==> src/length_prefix_message_deframer_defines.svh <==
// assertion macros shared by the deframer modules
`ifndef LENGTH_PREFIX_MESSAGE_DEFRAMER_DEFINES_SVH
`define LENGTH_PREFIX_MESSAGE_DEFRAMER_DEFINES_SVH

// property checked on every rising edge of aclk, off while reset is held
`define LPMD_ASSERT(label, prop, msg) \
    label: assert property (@(posedge aclk) disable iff (!aresetn) (prop)) else $error(msg);

// implication form, antecedent then consequent on the same edge
`define LPMD_ASSERT_IMP(label, ante, cons, msg) \
    label: assert property (@(posedge aclk) disable iff (!aresetn) (ante) |-> (cons)) \
        else $error(msg);

`endif

==> src/lpmd_pkg.sv <==
// types and constants of the length-prefixed message deframer
package lpmd_pkg;

    localparam int unsigned MAX_LEN_BYTES = 8;
    localparam int unsigned LEN_W         = 64;
    localparam int unsigned BYTE_W        = 8;
    localparam int unsigned KIND_W        = 2;
    localparam int unsigned LEFT_W        = 4;
    localparam int unsigned IDX_W         = 3;

    localparam logic [BYTE_W-1:0] SHORT_FORM_LIMIT = 8'd247;
    localparam logic [LEN_W-1:0]  DEFAULT_MAX_SIZE = 64'd100 << 20;

    typedef enum logic [1:0] {
        PH_HEADER  = 2'd0,
        PH_LENGTH  = 2'd1,
        PH_PAYLOAD = 2'd2
    } phase_t;

    typedef enum logic [KIND_W-1:0] {
        KIND_DATA     = 2'd0,
        KIND_EMPTY    = 2'd1,
        KIND_OVERSIZE = 2'd2,
        KIND_SHORT    = 2'd3
    } kind_t;

    typedef struct packed {
        logic              valid;
        logic [BYTE_W-1:0] payload_byte;
        logic              last;
        kind_t             kind;
    } lpmd_result_t;

endpackage

==> src/length_prefix_message_deframer.sv <==
// top level of the length-prefixed message deframer
// Splits a received byte stream, one byte per item, into messages. A header
// byte up to 247 is the payload length; 248..255 announce 1..8 little-endian
// length bytes. Long-form lengths above max_message_size (cfg_wdata, written
// with cfg_we by the user only while the block is idle, which the block does
// not enforce; reset 100 MiB) give an oversize item; a zero length gives an
// empty-message item with tlast; payload bytes pass through with tlast on the
// final one. An input item with s_tuser set marks stream closure: inside a
// message it yields a short-read item, between messages nothing. After any
// error the block waits for a new header. Rate: one input item per clock
// cycle, sustained while m_tready stays high. Each item goes through an input
// register, the combinational decode in lpmd_parser, and the output register;
// a result is presented on m_tvalid once it is loaded into that register.
// s_tready depends combinationally on m_tready: while a result waits on the
// master side the block takes at most one more item into its input register
// and then holds s_tready low until the waiting result is taken.
`include "length_prefix_message_deframer_defines.svh"

module length_prefix_message_deframer (
    input  logic                        aclk,
    input  logic                        aresetn,
    // configuration: max_message_size
    input  logic                        cfg_we,
    input  logic [lpmd_pkg::LEN_W-1:0]  cfg_wdata,
    // input items
    input  logic                        s_tvalid,
    output logic                        s_tready,
    input  logic [lpmd_pkg::BYTE_W-1:0] s_tdata,   // [7:0] rx_byte
    input  logic                        s_tuser,   // [0] stream_closed
    // result items
    output logic                        m_tvalid,
    input  logic                        m_tready,
    output logic [lpmd_pkg::BYTE_W-1:0] m_tdata,   // [7:0] payload_byte
    output logic                        m_tlast,   // last
    output logic [lpmd_pkg::KIND_W-1:0] m_tuser    // [1:0] kind
);
    import lpmd_pkg::*;

    // configuration register
    logic [LEN_W-1:0]  size_limit_reg;

    // input stage
    logic              in_valid_reg;
    logic [BYTE_W-1:0] in_byte_reg;
    logic              in_closed_reg;

    // output stage
    logic              out_valid_reg;
    logic [BYTE_W-1:0] out_byte_reg;
    logic              out_last_reg;
    kind_t             out_kind_reg;

    logic              advance;
    lpmd_result_t      result;

    // the held item is decoded once the output register can take its result
    assign advance  = in_valid_reg && (!out_valid_reg || m_tready);
    assign s_tready = !in_valid_reg || advance;

    always_ff @(posedge aclk) begin
        if (!aresetn) begin
            size_limit_reg <= DEFAULT_MAX_SIZE;
        end else if (cfg_we) begin
            size_limit_reg <= cfg_wdata;
        end
    end

    // input register, refilled in the same cycle it drains
    always_ff @(posedge aclk) begin
        if (!aresetn) begin
            in_valid_reg <= 1'b0;
        end else if (s_tready) begin
            in_valid_reg <= s_tvalid;
        end
    end

    always_ff @(posedge aclk) begin
        if (s_tvalid && s_tready) begin
            in_byte_reg   <= s_tdata;
            in_closed_reg <= s_tuser;
        end
    end

    lpmd_parser u_parser (
        .aclk          (aclk),
        .aresetn       (aresetn),
        .step          (advance),
        .rx_byte       (in_byte_reg),
        .stream_closed (in_closed_reg),
        .size_limit    (size_limit_reg),
        .result        (result)
    );

    // result register: loads on decode, empties when taken
    always_ff @(posedge aclk) begin
        if (!aresetn) begin
            out_valid_reg <= 1'b0;
        end else if (advance) begin
            out_valid_reg <= result.valid;
        end else if (m_tready) begin
            out_valid_reg <= 1'b0;
        end
    end

    always_ff @(posedge aclk) begin
        if (advance && result.valid) begin
            out_byte_reg <= result.payload_byte;
            out_last_reg <= result.last;
            out_kind_reg <= result.kind;
        end
    end

    assign m_tvalid = out_valid_reg;
    assign m_tdata  = out_byte_reg;
    assign m_tlast  = out_last_reg;
    assign m_tuser  = out_kind_reg;

    `LPMD_ASSERT_IMP(a_non_data_zero, m_tvalid && m_tuser != KIND_DATA,
        m_tdata == '0, "non-payload item carries a data byte")
    `LPMD_ASSERT_IMP(a_error_not_last, m_tvalid && (m_tuser == KIND_OVERSIZE ||
        m_tuser == KIND_SHORT), !m_tlast, "error item marked last")
    `LPMD_ASSERT(a_held_item_kept, (in_valid_reg && !advance) |=> in_valid_reg,
        "stalled input item dropped")

endmodule

==> src/lpmd_parser.sv <==
// framing state and per-item decode of the deframer
`include "length_prefix_message_deframer_defines.svh"

module lpmd_parser (
    input  logic                        aclk,
    input  logic                        aresetn,
    input  logic                        step,
    input  logic [lpmd_pkg::BYTE_W-1:0] rx_byte,
    input  logic                        stream_closed,
    input  logic [lpmd_pkg::LEN_W-1:0]  size_limit,
    output lpmd_pkg::lpmd_result_t      result
);
    import lpmd_pkg::*;

    phase_t             phase_reg,        phase_next;
    logic [LEFT_W-1:0]  len_left_reg,     len_left_next;
    logic [IDX_W-1:0]   shift_idx_reg,    shift_idx_next;
    logic [LEN_W-1:0]   len_acc_reg,      len_acc_next;
    logic [LEN_W-1:0]   payload_left_reg, payload_left_next;

    logic [LEN_W-1:0]   acc_merged;
    logic [LEFT_W-1:0]  left_dec;

    always_ff @(posedge aclk) begin
        if (!aresetn) begin
            phase_reg        <= PH_HEADER;
            len_left_reg     <= '0;
            shift_idx_reg    <= '0;
            len_acc_reg      <= '0;
            payload_left_reg <= '0;
        end else if (step) begin
            phase_reg        <= phase_next;
            len_left_reg     <= len_left_next;
            shift_idx_reg    <= shift_idx_next;
            len_acc_reg      <= len_acc_next;
            payload_left_reg <= payload_left_next;
        end
    end

    // length byte lands in its little-endian lane
    always_comb begin
        acc_merged = len_acc_reg;
        if ({1'b0, shift_idx_reg} < (IDX_W + 1)'(MAX_LEN_BYTES)) begin
            acc_merged[shift_idx_reg*BYTE_W +: BYTE_W] = rx_byte;
        end
        left_dec = (len_left_reg != '0) ? len_left_reg - LEFT_W'(1) : len_left_reg;
    end

    always_comb begin
        phase_next        = phase_reg;
        len_left_next     = len_left_reg;
        shift_idx_next    = shift_idx_reg;
        len_acc_next      = len_acc_reg;
        payload_left_next = payload_left_reg;
        result            = '{valid: 1'b0, payload_byte: '0, last: 1'b0, kind: KIND_DATA};

        if (stream_closed) begin
            phase_next        = PH_HEADER;
            len_left_next     = '0;
            shift_idx_next    = '0;
            len_acc_next      = '0;
            payload_left_next = '0;
            if (phase_reg == PH_LENGTH || phase_reg == PH_PAYLOAD) begin
                result.valid = 1'b1;
                result.kind  = KIND_SHORT;
            end
        end else begin
            case (phase_reg)
                PH_LENGTH: begin
                    len_left_next = left_dec;
                    if (shift_idx_reg != '1) begin
                        shift_idx_next = shift_idx_reg + IDX_W'(1);
                    end
                    len_acc_next = acc_merged;
                    if (left_dec == '0) begin
                        phase_next     = PH_HEADER;
                        shift_idx_next = '0;
                        len_acc_next   = '0;
                        if (acc_merged > size_limit) begin
                            result.valid = 1'b1;
                            result.kind  = KIND_OVERSIZE;
                        end else if (acc_merged == '0) begin
                            result.valid = 1'b1;
                            result.last  = 1'b1;
                            result.kind  = KIND_EMPTY;
                        end else begin
                            phase_next        = PH_PAYLOAD;
                            payload_left_next = acc_merged;
                        end
                    end
                end
                PH_PAYLOAD: begin
                    result.valid        = 1'b1;
                    result.payload_byte = rx_byte;
                    // decrement reaches zero from one, and zero saturates
                    if (payload_left_reg <= LEN_W'(1)) begin
                        result.last       = 1'b1;
                        phase_next        = PH_HEADER;
                        payload_left_next = '0;
                    end else begin
                        payload_left_next = payload_left_reg - LEN_W'(1);
                    end
                end
                default: begin
                    // header, also any unused phase code
                    phase_next = PH_HEADER;
                    if (rx_byte <= SHORT_FORM_LIMIT) begin
                        if (rx_byte == '0) begin
                            result.valid = 1'b1;
                            result.last  = 1'b1;
                            result.kind  = KIND_EMPTY;
                        end else begin
                            phase_next        = PH_PAYLOAD;
                            payload_left_next = LEN_W'(rx_byte);
                        end
                    end else begin
                        phase_next     = PH_LENGTH;
                        len_left_next  = LEFT_W'(rx_byte - SHORT_FORM_LIMIT);
                        shift_idx_next = '0;
                        len_acc_next   = '0;
                    end
                end
            endcase
        end
    end

    `LPMD_ASSERT_IMP(a_header_clean, phase_reg == PH_HEADER,
        payload_left_reg == '0 && len_left_reg == '0, "header phase with leftover counts")
    `LPMD_ASSERT_IMP(a_payload_nonzero, phase_reg == PH_PAYLOAD,
        payload_left_reg != '0, "payload phase with nothing left")
    `LPMD_ASSERT_IMP(a_length_nonzero, phase_reg == PH_LENGTH,
        len_left_reg != '0, "length phase with no length bytes left")

endmodule
==> config.mk <==
export PLATFORM = sky130hd
export DESIGN_NAME = length_prefix_message_deframer
export DESIGN_NICKNAME = d
export VERILOG_FILES = /design/src/lpmd_pkg.sv /design/src/length_prefix_message_deframer.sv /design/src/lpmd_parser.sv
export VERILOG_INCLUDE_DIRS = /design/src /design/src/src
export SDC_FILE = /design/constraint.sdc
export NUM_CORES = 1
export LEC_CHECK = 0
export ABC_AREA = 0
export BUFFER_PORTS_ARGS = -buffer_cell sky130_fd_sc_hd__buf_2
export CORE_ASPECT_RATIO = 1.75
export CORE_MARGIN = 2
export CORE_UTILIZATION = 62
export DETAILED_ROUTE_END_ITERATION = 7
export PLACE_DENSITY_LB_ADDON = 0.05
export SETUP_SLACK_MARGIN = 0.1
export SYNTH_ARGS = -nofsm -noshare
export SYNTH_HDL_FRONTEND = slang
export SYNTH_HIERARCHICAL = 1
export SYNTH_SLANG_ARGS = --single-unit
==> constraint.sdc <==
create_clock -name aclk -period 7.3 [get_ports aclk]
set_clock_uncertainty 0.1 [all_clocks]
set_input_delay 1.095 -clock aclk [delete_from_list [all_inputs] [get_ports aclk]]
set_output_delay 1.095 -clock aclk [all_outputs]
set_load 0.005 [all_outputs]
==> impl_metrics.env, run 1 <==
export IMPL_slew_headroom=0.170
export IMPL_synth_area_um2=13700
export IMPL_crit_start="u_parser/shift_idx_reg[0]$_SDFFE_PN0P_"
export IMPL_vias=13113
export IMPL_cts_setup_buffers=0
export IMPL_grt_max_degree=84
export IMPL_path_clk_slew_ns=0.07
export IMPL_final_cell_count_no_fill=2027
export IMPL_start_util=0.633
export IMPL_required_ns=7.62
export IMPL_cts_tree="built"
export IMPL_synth_cell_types=77
export IMPL_viasPerCell=6.47
export IMPL_ys_ff_latch=223
export IMPL_n_antenna_cell=0
export IMPL_drive_gt1_frac=0.126
export IMPL_ff2ff_path_depth=17
export IMPL_grt_pass1_vias=12658
export IMPL_cp_end_kind="flop"
export IMPL_dr_pass1_iters=6
export IMPL_dp_cells=1987
export IMPL_die_x_um=116
export IMPL_area_growth_pct=10.6
export IMPL_htreeDepth=1
export IMPL_numCtsBuffers=22
export IMPL_arrival_ns=6.88
export IMPL_r2r_start="u_parser/shift_idx_reg[0]$_SDFFE_PN0P_"
export IMPL_hold_class="reg -> reg"
export IMPL_final_seq_area_um2=4660
export IMPL_antenna_found_initial=0
export IMPL_fin_area_um2=15100
export IMPL_clock_path_buffers=3
export IMPL_status="finished, final reports clean"
export IMPL_ant_nets=0
export IMPL_cap_violations=0
export IMPL_rows=71
export IMPL_ys_flop_type="dfxtp_1"
export IMPL_post_cts_resized=0
export IMPL_drc=0
export IMPL_drt_total_wl_mm=45.9
export IMPL_grt_overflow_total=0
export IMPL_syn_nets=1832
export IMPL_yosys_area_top_type="dfxtp_1"
export IMPL_num_nets_final=1873
export IMPL_finalSetupViolations=0
export IMPL_ys_seq_area_frac=0.341
export IMPL_p_per_area_nw_per_um2=205
export IMPL_yosysTopAreaCellShare=0.298
export IMPL_grt_usage=0.390
export IMPL_r2r_end="u_parser/payload_left_reg[15]$_SDFFE_PN0P_"
export IMPL_dieArea_um2=23300
export IMPL_synth_area_per_cell_um2=8.14
export IMPL_fp_dieH_um=200
export IMPL_slew_violations=0
export IMPL_multiInputGateArea_um2=8030
export IMPL_dp_hpwl_mm=32.2
export IMPL_cts_root_buffer="clkbuf_16"
export IMPL_synth_top_cells_by_area="dfxtp_1, mux2i_1, ha_1, a21oi_1, edfxtp_1"
export IMPL_period_share=0.899
export IMPL_r2r_slack_ns=0.74
export IMPL_hold_buffers=0
export IMPL_cp_start_kind="flop"
export IMPL_max_freq_mhz=152
export IMPL_yosys_warnings=6
export IMPL_drt_iter0_drc=1253
export IMPL_worstSkewPairLatency_ns=0.52
export IMPL_p_leak_uw=0.00652
export IMPL_ioPinCount=91
export IMPL_synthCells=1678
export IMPL_grt_pass1_wl_mm=69.8
export IMPL_async_reset_ff_frac=0
export IMPL_power_total_uw=3090
export IMPL_layout_commonest_cell="dfxtp_1"
export IMPL_cp_max_fo=18
export IMPL_place_congestion=1.00
export IMPL_finalCriticalPeriod_ns=6.56
export IMPL_ir_worst_vdd_mv=0.231
export IMPL_rsz0062_at_grt="no"
export IMPL_cts_sinks=223
export IMPL_path_class="reg -> reg"
export IMPL_setup_tns_ns=0
export IMPL_post_dp_cell_area_um2=14300
export IMPL_fill_cells=1878
export IMPL_wl_per_cell_um=22.7
export IMPL_place_port_buffers=90
export IMPL_hold_viol=0
export IMPL_crit_path_end="u_parser/payload_left_reg[15]$_SDFFE_PN0P_"
export IMPL_worst_slew_pin_slew_ns=1.23
export IMPL_synth_edff_count=20
export IMPL_core_um2=21600
export IMPL_final_cell_mix="dfxtp_1, a21oi_1, nor2_1"
==> stage by stage <==
stage	setup slack, ns	util	hold slack [ns]
detailed placement	0.974	0.662	0.343
floorplan	1.92	-	0.326
global placement	1.10	0.662	0.339
global route	0.112	0.700	0.377
finish	0.740	0.700	0.355
CTS	0.956	0.700	0.352
==> worst min path at each step <==
stage	startpoint	endpoint	cells after the start
floorplan	u_parser/len_acc_reg[37]$_SDFFE_PN0P_	u_parser/len_acc_reg[37]$_SDFFE_PN0P_	2
global placement	u_parser/len_acc_reg[31]$_SDFFE_PN0P_	u_parser/len_acc_reg[31]$_SDFFE_PN0P_	2
detailed placement	u_parser/len_acc_reg[37]$_SDFFE_PN0P_	u_parser/len_acc_reg[37]$_SDFFE_PN0P_	2
CTS	u_parser/len_acc_reg[37]$_SDFFE_PN0P_	u_parser/len_acc_reg[37]$_SDFFE_PN0P_	2
global route	u_parser/len_acc_reg[37]$_SDFFE_PN0P_	u_parser/len_acc_reg[37]$_SDFFE_PN0P_	2
finish	u_parser/len_acc_reg[37]$_SDFFE_PN0P_	u_parser/len_acc_reg[37]$_SDFFE_PN0P_	2
==> area by class of cell <==
class | count | share of cell area
multi-input cells | 1223 | 0.532
flip-flops and latches | 223 | 0.309
inverters | 120 | 0.0298
repair buffers | 129 | 0.0520
clock inverters | 11 | 0.00945
clock buffers | 29 | 0.0437
well taps | 292 | 0.0242
==> critical path, cell delays in order, from the launching register on <==
cell and delay, ns:
dfxtp_1 0.65, inv_1 0.19, ha_1 0.27, ha_1 0.39, nor4b_1 0.52, nand2_1 0.41
o21ai_1 0.86, ha_1 0.41, a21oi_1 0.21, a211oi_1 0.10, or4b_2 0.65, a2111oi_1 0.42
buf_4 0.24, o31ai_4 0.18, buf_12 0.23, buf_4 0.19, buf_4 0.16, o32ai_1 0.28
==> power breakdown <==
| part | internal [µW] | switching, µW | total (µW) |
|---|---|---|---|
| Combinational | 189 | 335 | 524 |
| Sequential | 1270 | 35.9 | 1310 |
| Clock | 746 | 516 | 1260 |
==> synth_stat cells, drive strengths merged, types with 6 or more instances <==
cell and n:
ha 76, or3 15, xnor2 14, and2 15
a32oi 7, o22ai 18, and3 9, o311a 8
o211ai 14, mux2i 102, dfxtp 203, o32ai 8
xor2 7, o21ai 39, o21bai 10, buf 37
nand2b 11, a32o 8, a22oi 12, nor2 145
a21oi 172, inv 118, or2 6, nor4 30
edfxtp 20, o221a 7, and4 7, o31ai 18
nand2 131, nand3 58, nor2b 70, nor3 79
mux2 18, nand4 17, a31oi 8, or4 12
clkbuf 75
==> cell families (layout without fill, tap and decap cells) <==
family | Yosys count | in the layout | share of synthesized area
flip-flops | 223 | 223 | 0.341
buffers and inverters | 232 | 289 | 0.0737
AND/OR/NAND/NOR | 625 | 625 | 0.232
XOR/XNOR | 21 | 21 | 0.0135
adder cells (fa/ha/maj) | 76 | 76 | 0.0696
multiplexers | 120 | 120 | 0.0899
AO/OA/AOI/OAI | 381 | 381 | 0.180
==> metal layers <==
| layer | vias up | GRT usage | wire (µm) |
|---|---|---|---|
| met5 | - | 0 | 0 |
| met4 | 0 | 0.343 | 5100 |
| met3 | 227 | 0.0802 | 3710 |
| met2 | 692 | 0.629 | 21200 |
| met1 | 6127 | 0.423 | 15900 |
| li1 | 6067 | - | - |
Note: power is estimated with default switching activity, not from simulation.
==> run 2, diff against run 1 <==
BUFFER_PORTS_ARGS = not set   (was -buffer_cell sky130_fd_sc_hd__buf_2)
CORE_ASPECT_RATIO = 1.1   (was 1.75)
CORE_UTILIZATION = 65   (was 62)
DONT_BUFFER_PORTS = 1   (was not set)
==> run 2 against run 1 <==
  * Via count down 2.9%
  * Non-clock buffer count down 96
  * Count of clock-buffer cells in the layout up 1
  * Register-to-register slack worse by 0.18 ns
  * Largest cell class unchanged
  * Setup slack worse by 0.18 ns
  * Clock power about the same
  * Critical path depth up 1
  * Flip-flop and latch count unchanged
  * Utilization up 0.62 points
==> impl_metrics.env, run 2 (synthesis results as in run 1) <==
export IMPL_htreeDepth=1
export IMPL_critPathMaxStageDelay_ns=0.68
export IMPL_fill_cells=1710
export IMPL_rows=55
export IMPL_grt_usage=0.376
export IMPL_grt_overflow_total=0
export IMPL_slew_headroom=0.287
export IMPL_start_util=0.664
export IMPL_r2r_slack_ns=0.56
export IMPL_worst_slew_pin_slew_ns=1.04
export IMPL_r2r_end="u_parser/payload_left_reg[29]$_SDFFE_PN0P_"
export IMPL_post_dp_cell_area_um2=13700
export IMPL_cap_violations=0
export IMPL_core_um2=20600
export IMPL_hold_viol=0
export IMPL_wl_per_cell_um=22.4
export IMPL_num_nets_final=1780
export IMPL_ir_worst_vdd_mv=0.208
export IMPL_cts_tree="built"
export IMPL_slowest_stage="or4b_2"
export IMPL_clock_path_buffers=3
export IMPL_status="finished, final reports clean"
export IMPL_grt_pass1_vias=11931
export IMPL_path_class="reg -> reg"
export IMPL_hold_ws_ns=0.354
export IMPL_arrival_ns=7.02
export IMPL_required_ns=7.58
export IMPL_die_x_um=142
export IMPL_setup_tns_ns=0
export IMPL_area_growth_pct=6.31
export IMPL_cp_max_fo=63
export IMPL_max_freq_mhz=148
export IMPL_layout_commonest_cell="dfxtp_1"
export IMPL_fin_area_um2=14500
export IMPL_ant_nets=0
export IMPL_worst_slack_ns=0.559
export IMPL_cts_setup_buffers=0
export IMPL_place_port_buffers=0
export IMPL_dr_pass1_iters=7
export IMPL_min_from="u_parser/len_acc_reg[31]$_SDFFE_PN0P_"
export IMPL_drt_iter0_drc=1319
export IMPL_path_common_cell="ha_1"
export IMPL_rsz0062_at_grt="no"
export IMPL_fp_dieH_um=156
export IMPL_p_per_area_nw_per_um2=208
export IMPL_cp_end_kind="flop"
export IMPL_ff2ff_path_depth=18
export IMPL_finalCriticalPeriod_ns=6.74
export IMPL_drive_gt1_frac=0.0743
export IMPL_period_share=0.923
export IMPL_slew_violations=0
export IMPL_p_leak_uw=0.00612
export IMPL_ioPinCount=91
export IMPL_drc=0
export IMPL_worstSkewPairLatency_ns=0.53
export IMPL_crit_chain="inv_1 > ha_1 > ha_1 > nor4b_1 > nand2_1 > o31ai_1 > ha_1 > nor2b_1 > o211ai_1 > a21oi_1 > or4b_2 > a2111oi_1 > buf_4 > o31ai_4 > buf_12 > buf_4 > o211ai_1 > o31ai_1"
export IMPL_final_util=0.706
export IMPL_grt_pass1_wl_mm=65.4
export IMPL_numCtsBuffers=25
export IMPL_dp_hpwl_mm=29.6
export IMPL_antenna_found_initial=2
export IMPL_hold_class="reg -> reg"
export IMPL_grt_max_degree=120
export IMPL_crit_path_end="u_parser/payload_left_reg[29]$_SDFFE_PN0P_"
export IMPL_final_cell_mix="dfxtp_1, a21oi_1, nor2_1"
export IMPL_crit_start="u_parser/shift_idx_reg[0]$_SDFFE_PN0P_"
export IMPL_cts_sinks=223
export IMPL_cts_root_buffer="clkbuf_16"
export IMPL_pre_cts_ws_ns=0.965
export IMPL_hold_buffers=0
export IMPL_n_antenna_cell=0
export IMPL_dieArea_um2=22200
export IMPL_viasPerCell=6.71
export IMPL_r2r_start="u_parser/shift_idx_reg[0]$_SDFFE_PN0P_"
export IMPL_place_congestion=0.977
export IMPL_finalSetupViolations=0
export IMPL_drt_total_wl_mm=42.6
export IMPL_path_clk_slew_ns=0.07
export IMPL_post_cts_resized=0
export IMPL_vias=12729
export IMPL_cp_start_kind="flop"
## run 2: cell types whose count changed in the layout (fill, tap and decap cells not counted)
cell	previous run	this run
inv_6	2	0
o31ai_1	17	16
clkbuf_1	1	5
inv_8	0	1
o31ai_2	0	1
o21ai_1	6	5
clkbuf_16	24	25
buf_2	88	0
clkbuf_8	4	0
buf_12	3	1
clkinv_2	2	7
buf_4	38	32
clkinv_4	2	0
o21ai_0	33	34
## run 2: worst min path at each step
stage / end / slack, ns / cells past startpoint
floorplan: u_parser/len_acc_reg[37]$_SDFFE_PN0P_ / 0.33 / 2
global placement: u_parser/len_acc_reg[37]$_SDFFE_PN0P_ / 0.33 / 2
detailed placement: u_parser/len_acc_reg[31]$_SDFFE_PN0P_ / 0.35 / 2
CTS: u_parser/len_acc_reg[56]$_SDFFE_PN0P_ / 0.35 / 2
global route: u_parser/len_acc_reg[37]$_SDFFE_PN0P_ / 0.38 / 2
finish: u_parser/len_acc_reg[31]$_SDFFE_PN0P_ / 0.35 / 2
## run 2: area by class of cell
type	count	area, µm²	area share
multi-input combinational	1223	8040	0.554
sequential	223	4660	0.321
clock buffer	30	644	0.0444
inverter	120	450	0.0310
tap	256	320	0.0221
timing repair buffer	33	260	0.0179
clock inverter	13	144	0.00991
## run 2: report_power, final
| part | leakage [µW] | total (µW) | switching, µW | internal [µW] |
|---|---|---|---|---|
| clock | 0.000393 | 1250 | 513 | 733 |
| sequential | 0.00185 | 1310 | 40.5 | 1270 |
| combinational | 0.00387 | 462 | 292 | 170 |
| total | 0.00612 | 3020 | 846 | 2180 |
## run 2: worst max-delay path: cells and delay by family (launching register included)
| family | cells | cell delay, ns |
|---|---|---|
| buffers and inverters | 4 | 0.96 |
| flip-flops | 1 | 0.66 |
| AND/OR/NAND/NOR | 4 | 1.93 |
| AO/OA/AOI/OAI | 7 | 1.88 |
| adder cells (fa/ha/maj) | 3 | 1.00 |
## run 2: stage by stage
stage	total power, µW	cells
floorplan	1680	1678
global placement	1780	1855
detailed placement	1790	1855
CTS	3010	1898
global route	3120	1898
finish	3020	1898
## run 2: per-layer routing
metal  global-route usage  vias to the layer above  share of wire
met2                0.605                      656           0.45
met5                    0                        -        0.00056
li1                     -                     5898              -
met3               0.0703                      187          0.082
met4                0.267                        4          0.081
met1                0.453                     5984           0.38
==> run 3, diff against run 2 <==
CORE_UTILIZATION = 45   (was 65)
==> run 3 against run 2 <==
  * Combinational power rose by 2%
  * Register-to-register slack got worse by 0.098 ns
  * Critical path depth did not move
  * Via count fell by 3.5%
  * Maximum frequency fell by 1.4%
==> impl_metrics.env, run 3 (synthesis results as in run 1) <==
export IMPL_setup_tns_ns=0
export IMPL_final_cell_count_no_fill=2026
export IMPL_max_freq_mhz=146
export IMPL_ant_nets=0
export IMPL_rsz0062_at_grt="no"
export IMPL_num_nets_final=1790
export IMPL_die_x_um=170
export IMPL_wl_met1_mm=19.8
export IMPL_wl_met2_mm=21.9
export IMPL_power_frac_clock=0.431
export IMPL_hold_viol=0
export IMPL_layout_commonest_cell="dfxtp_1"
export IMPL_grt_pass1_wl_mm=69.7
export IMPL_place_port_buffers=0
export IMPL_final_cell_mix="dfxtp_1, a21oi_1, nor2_1"
export IMPL_dp_cells=1981
export IMPL_path_class="reg -> reg"
export IMPL_clock_path_buffers=3
export IMPL_ir_worst_vdd_mv=0.188
export IMPL_slew_violations=0
export IMPL_antenna_found_initial=0
export IMPL_slew_headroom=0.0711
export IMPL_critPathMaxStageDelay_ns=0.88
export IMPL_finalCriticalPeriod_ns=6.84
export IMPL_status="finished, final reports clean"
export IMPL_drive_gt1_frac=0.0817
export IMPL_drc=0
export IMPL_p_leak_uw=0.00620
export IMPL_required_ns=7.64
export IMPL_internal_power_uw=2250
export IMPL_wl_per_cell_um=22.6
export IMPL_start_util=0.459
export IMPL_p_comb_frac=0.151
export IMPL_arrival_ns=7.18
export IMPL_post_cts_resized=0
export IMPL_n_antenna_cell=0
export IMPL_min_from="u_parser/len_acc_reg[37]$_SDFFE_PN0P_"
export IMPL_worst_slew_pin_slew_ns=1.36
export IMPL_fp_dieH_um=187
export IMPL_rows=66
export IMPL_path_clk_slew_ns=0.06
export IMPL_core_um2=29700
export IMPL_grt_max_degree=120
export IMPL_area_growth_pct=8.58
export IMPL_htreeDepth=1
export IMPL_dieArea_um2=31800
export IMPL_cts_root_buffer="clkbuf_16"
export IMPL_r2r_start="u_parser/shift_idx_reg[0]$_SDFFE_PN0P_"
export IMPL_vias=12281
export IMPL_cp_start_kind="flop"
export IMPL_cts_setup_buffers=0
export IMPL_cts_sinks=223
export IMPL_ioPinCount=91
export IMPL_crit_start="u_parser/shift_idx_reg[0]$_SDFFE_PN0P_"
export IMPL_grt_pass1_vias=11577
export IMPL_dr_pass1_iters=6
export IMPL_cp_max_fo=18
export IMPL_drt_total_wl_mm=45.8
export IMPL_power_share_switching=0.279
export IMPL_p_sw_uw=873
export IMPL_period_share=0.937
export IMPL_cts_tree="built"
export IMPL_grt_overflow_total=0
export IMPL_numCtsBuffers=27
export IMPL_cp_end_kind="flop"
export IMPL_dp_hpwl_mm=31.9
export IMPL_p_per_area_nw_per_um2=211
export IMPL_grt_usage=0.283
export IMPL_highest_layer="met4"
export IMPL_slowest_stage="o31ai_4"
export IMPL_viasPerCell=6.06
export IMPL_place_congestion=0.881
export IMPL_hold_class="reg -> reg"
export IMPL_drt_iter0_drc=1180
export IMPL_power_share_sequential=0.419
export IMPL_dr_wl_met3_mm=2.32
export IMPL_worstSkewPairLatency_ns=0.54
export IMPL_crit_chain="inv_1 > ha_1 > ha_1 > nor3b_1 > and2_1 > mux2i_1 > inv_1 > ha_1 > nand4_1 > nor4_1 > nand3_1 > o22ai_1 > a2111oi_1 > buf_4 > o31ai_4 > buf_4 > a21oi_1 > o221a_2"
export IMPL_hold_buffers=0
export IMPL_pre_cts_ws_ns=0.693
export IMPL_path_common_cell="ha_1"
export IMPL_worst_slack_ns=0.461
export IMPL_cap_violations=0
export IMPL_finalSetupViolations=0
run 3: final cells by class:
| type | instances | area [µm²] |
|---|---|---|
| fillers | 2929 | 14900 |
| clock inverters | 9 | 91.3 |
| multi-input cells | 1223 | 8040 |
| flip-flops and latches | 223 | 4660 |
| inverters | 120 | 452 |
| repair buffers | 41 | 333 |
| clock buffers | 36 | 779 |
| well taps | 374 | 468 |
run 3: final timing paths:
path                                                              endpoint  slack [ns]  cells after the start
worst max-delay path            u_parser/payload_left_reg[48]$_SDFFE_PN0P_        0.46                     18
worst min-delay path                 u_parser/len_acc_reg[37]$_SDFFE_PN0P_        0.35                      2
worst max register to register  u_parser/payload_left_reg[48]$_SDFFE_PN0P_        0.46                     18
worst min register to register       u_parser/len_acc_reg[37]$_SDFFE_PN0P_        0.35                      2
run 3: per-layer routing:
metal,GRT usage,vias up
li1,-,5925
met1,0.366,5888
met2,0.479,380
met3,0.0386,88
met4,0.101,0
met5,0,-
run 3: power by group through the flow:
| stage | Clock [µW] | Combinational [µW] | Sequential [µW] |
|---|---|---|---|
| final | 1350 | 471 | 1310 |
| after global routing | 1430 | 515 | 1310 |
| after CTS | 1370 | 465 | 1310 |
| after detailed placement | 0 | 463 | 1330 |
| after global placement | 0 | 459 | 1330 |
| after floorplan | 0 | 365 | 1320 |
run 3: per-stage QoR:
step	utilization	area, µm²	hold WS, ns	power [µW]
floorplan	-	13700	0.326	1680
global placement	0.470	14000	0.338	1790
detailed placement	0.470	14000	0.342	1800
CTS	0.499	14800	0.350	3140
global route	0.499	14800	0.376	3250
finish	0.499	14800	0.353	3130
run 3: critical path: cells and delay by family (launching register included):
| kind | cells | cell delay, ns |
|---|---|---|
| simple gates | 5 | 1.88 |
| fa+ha+maj | 3 | 0.97 |
| compound gates | 5 | 1.71 |
| buf+inv | 4 | 0.88 |
| flops | 1 | 0.65 |
| mux | 1 | 0.54 |
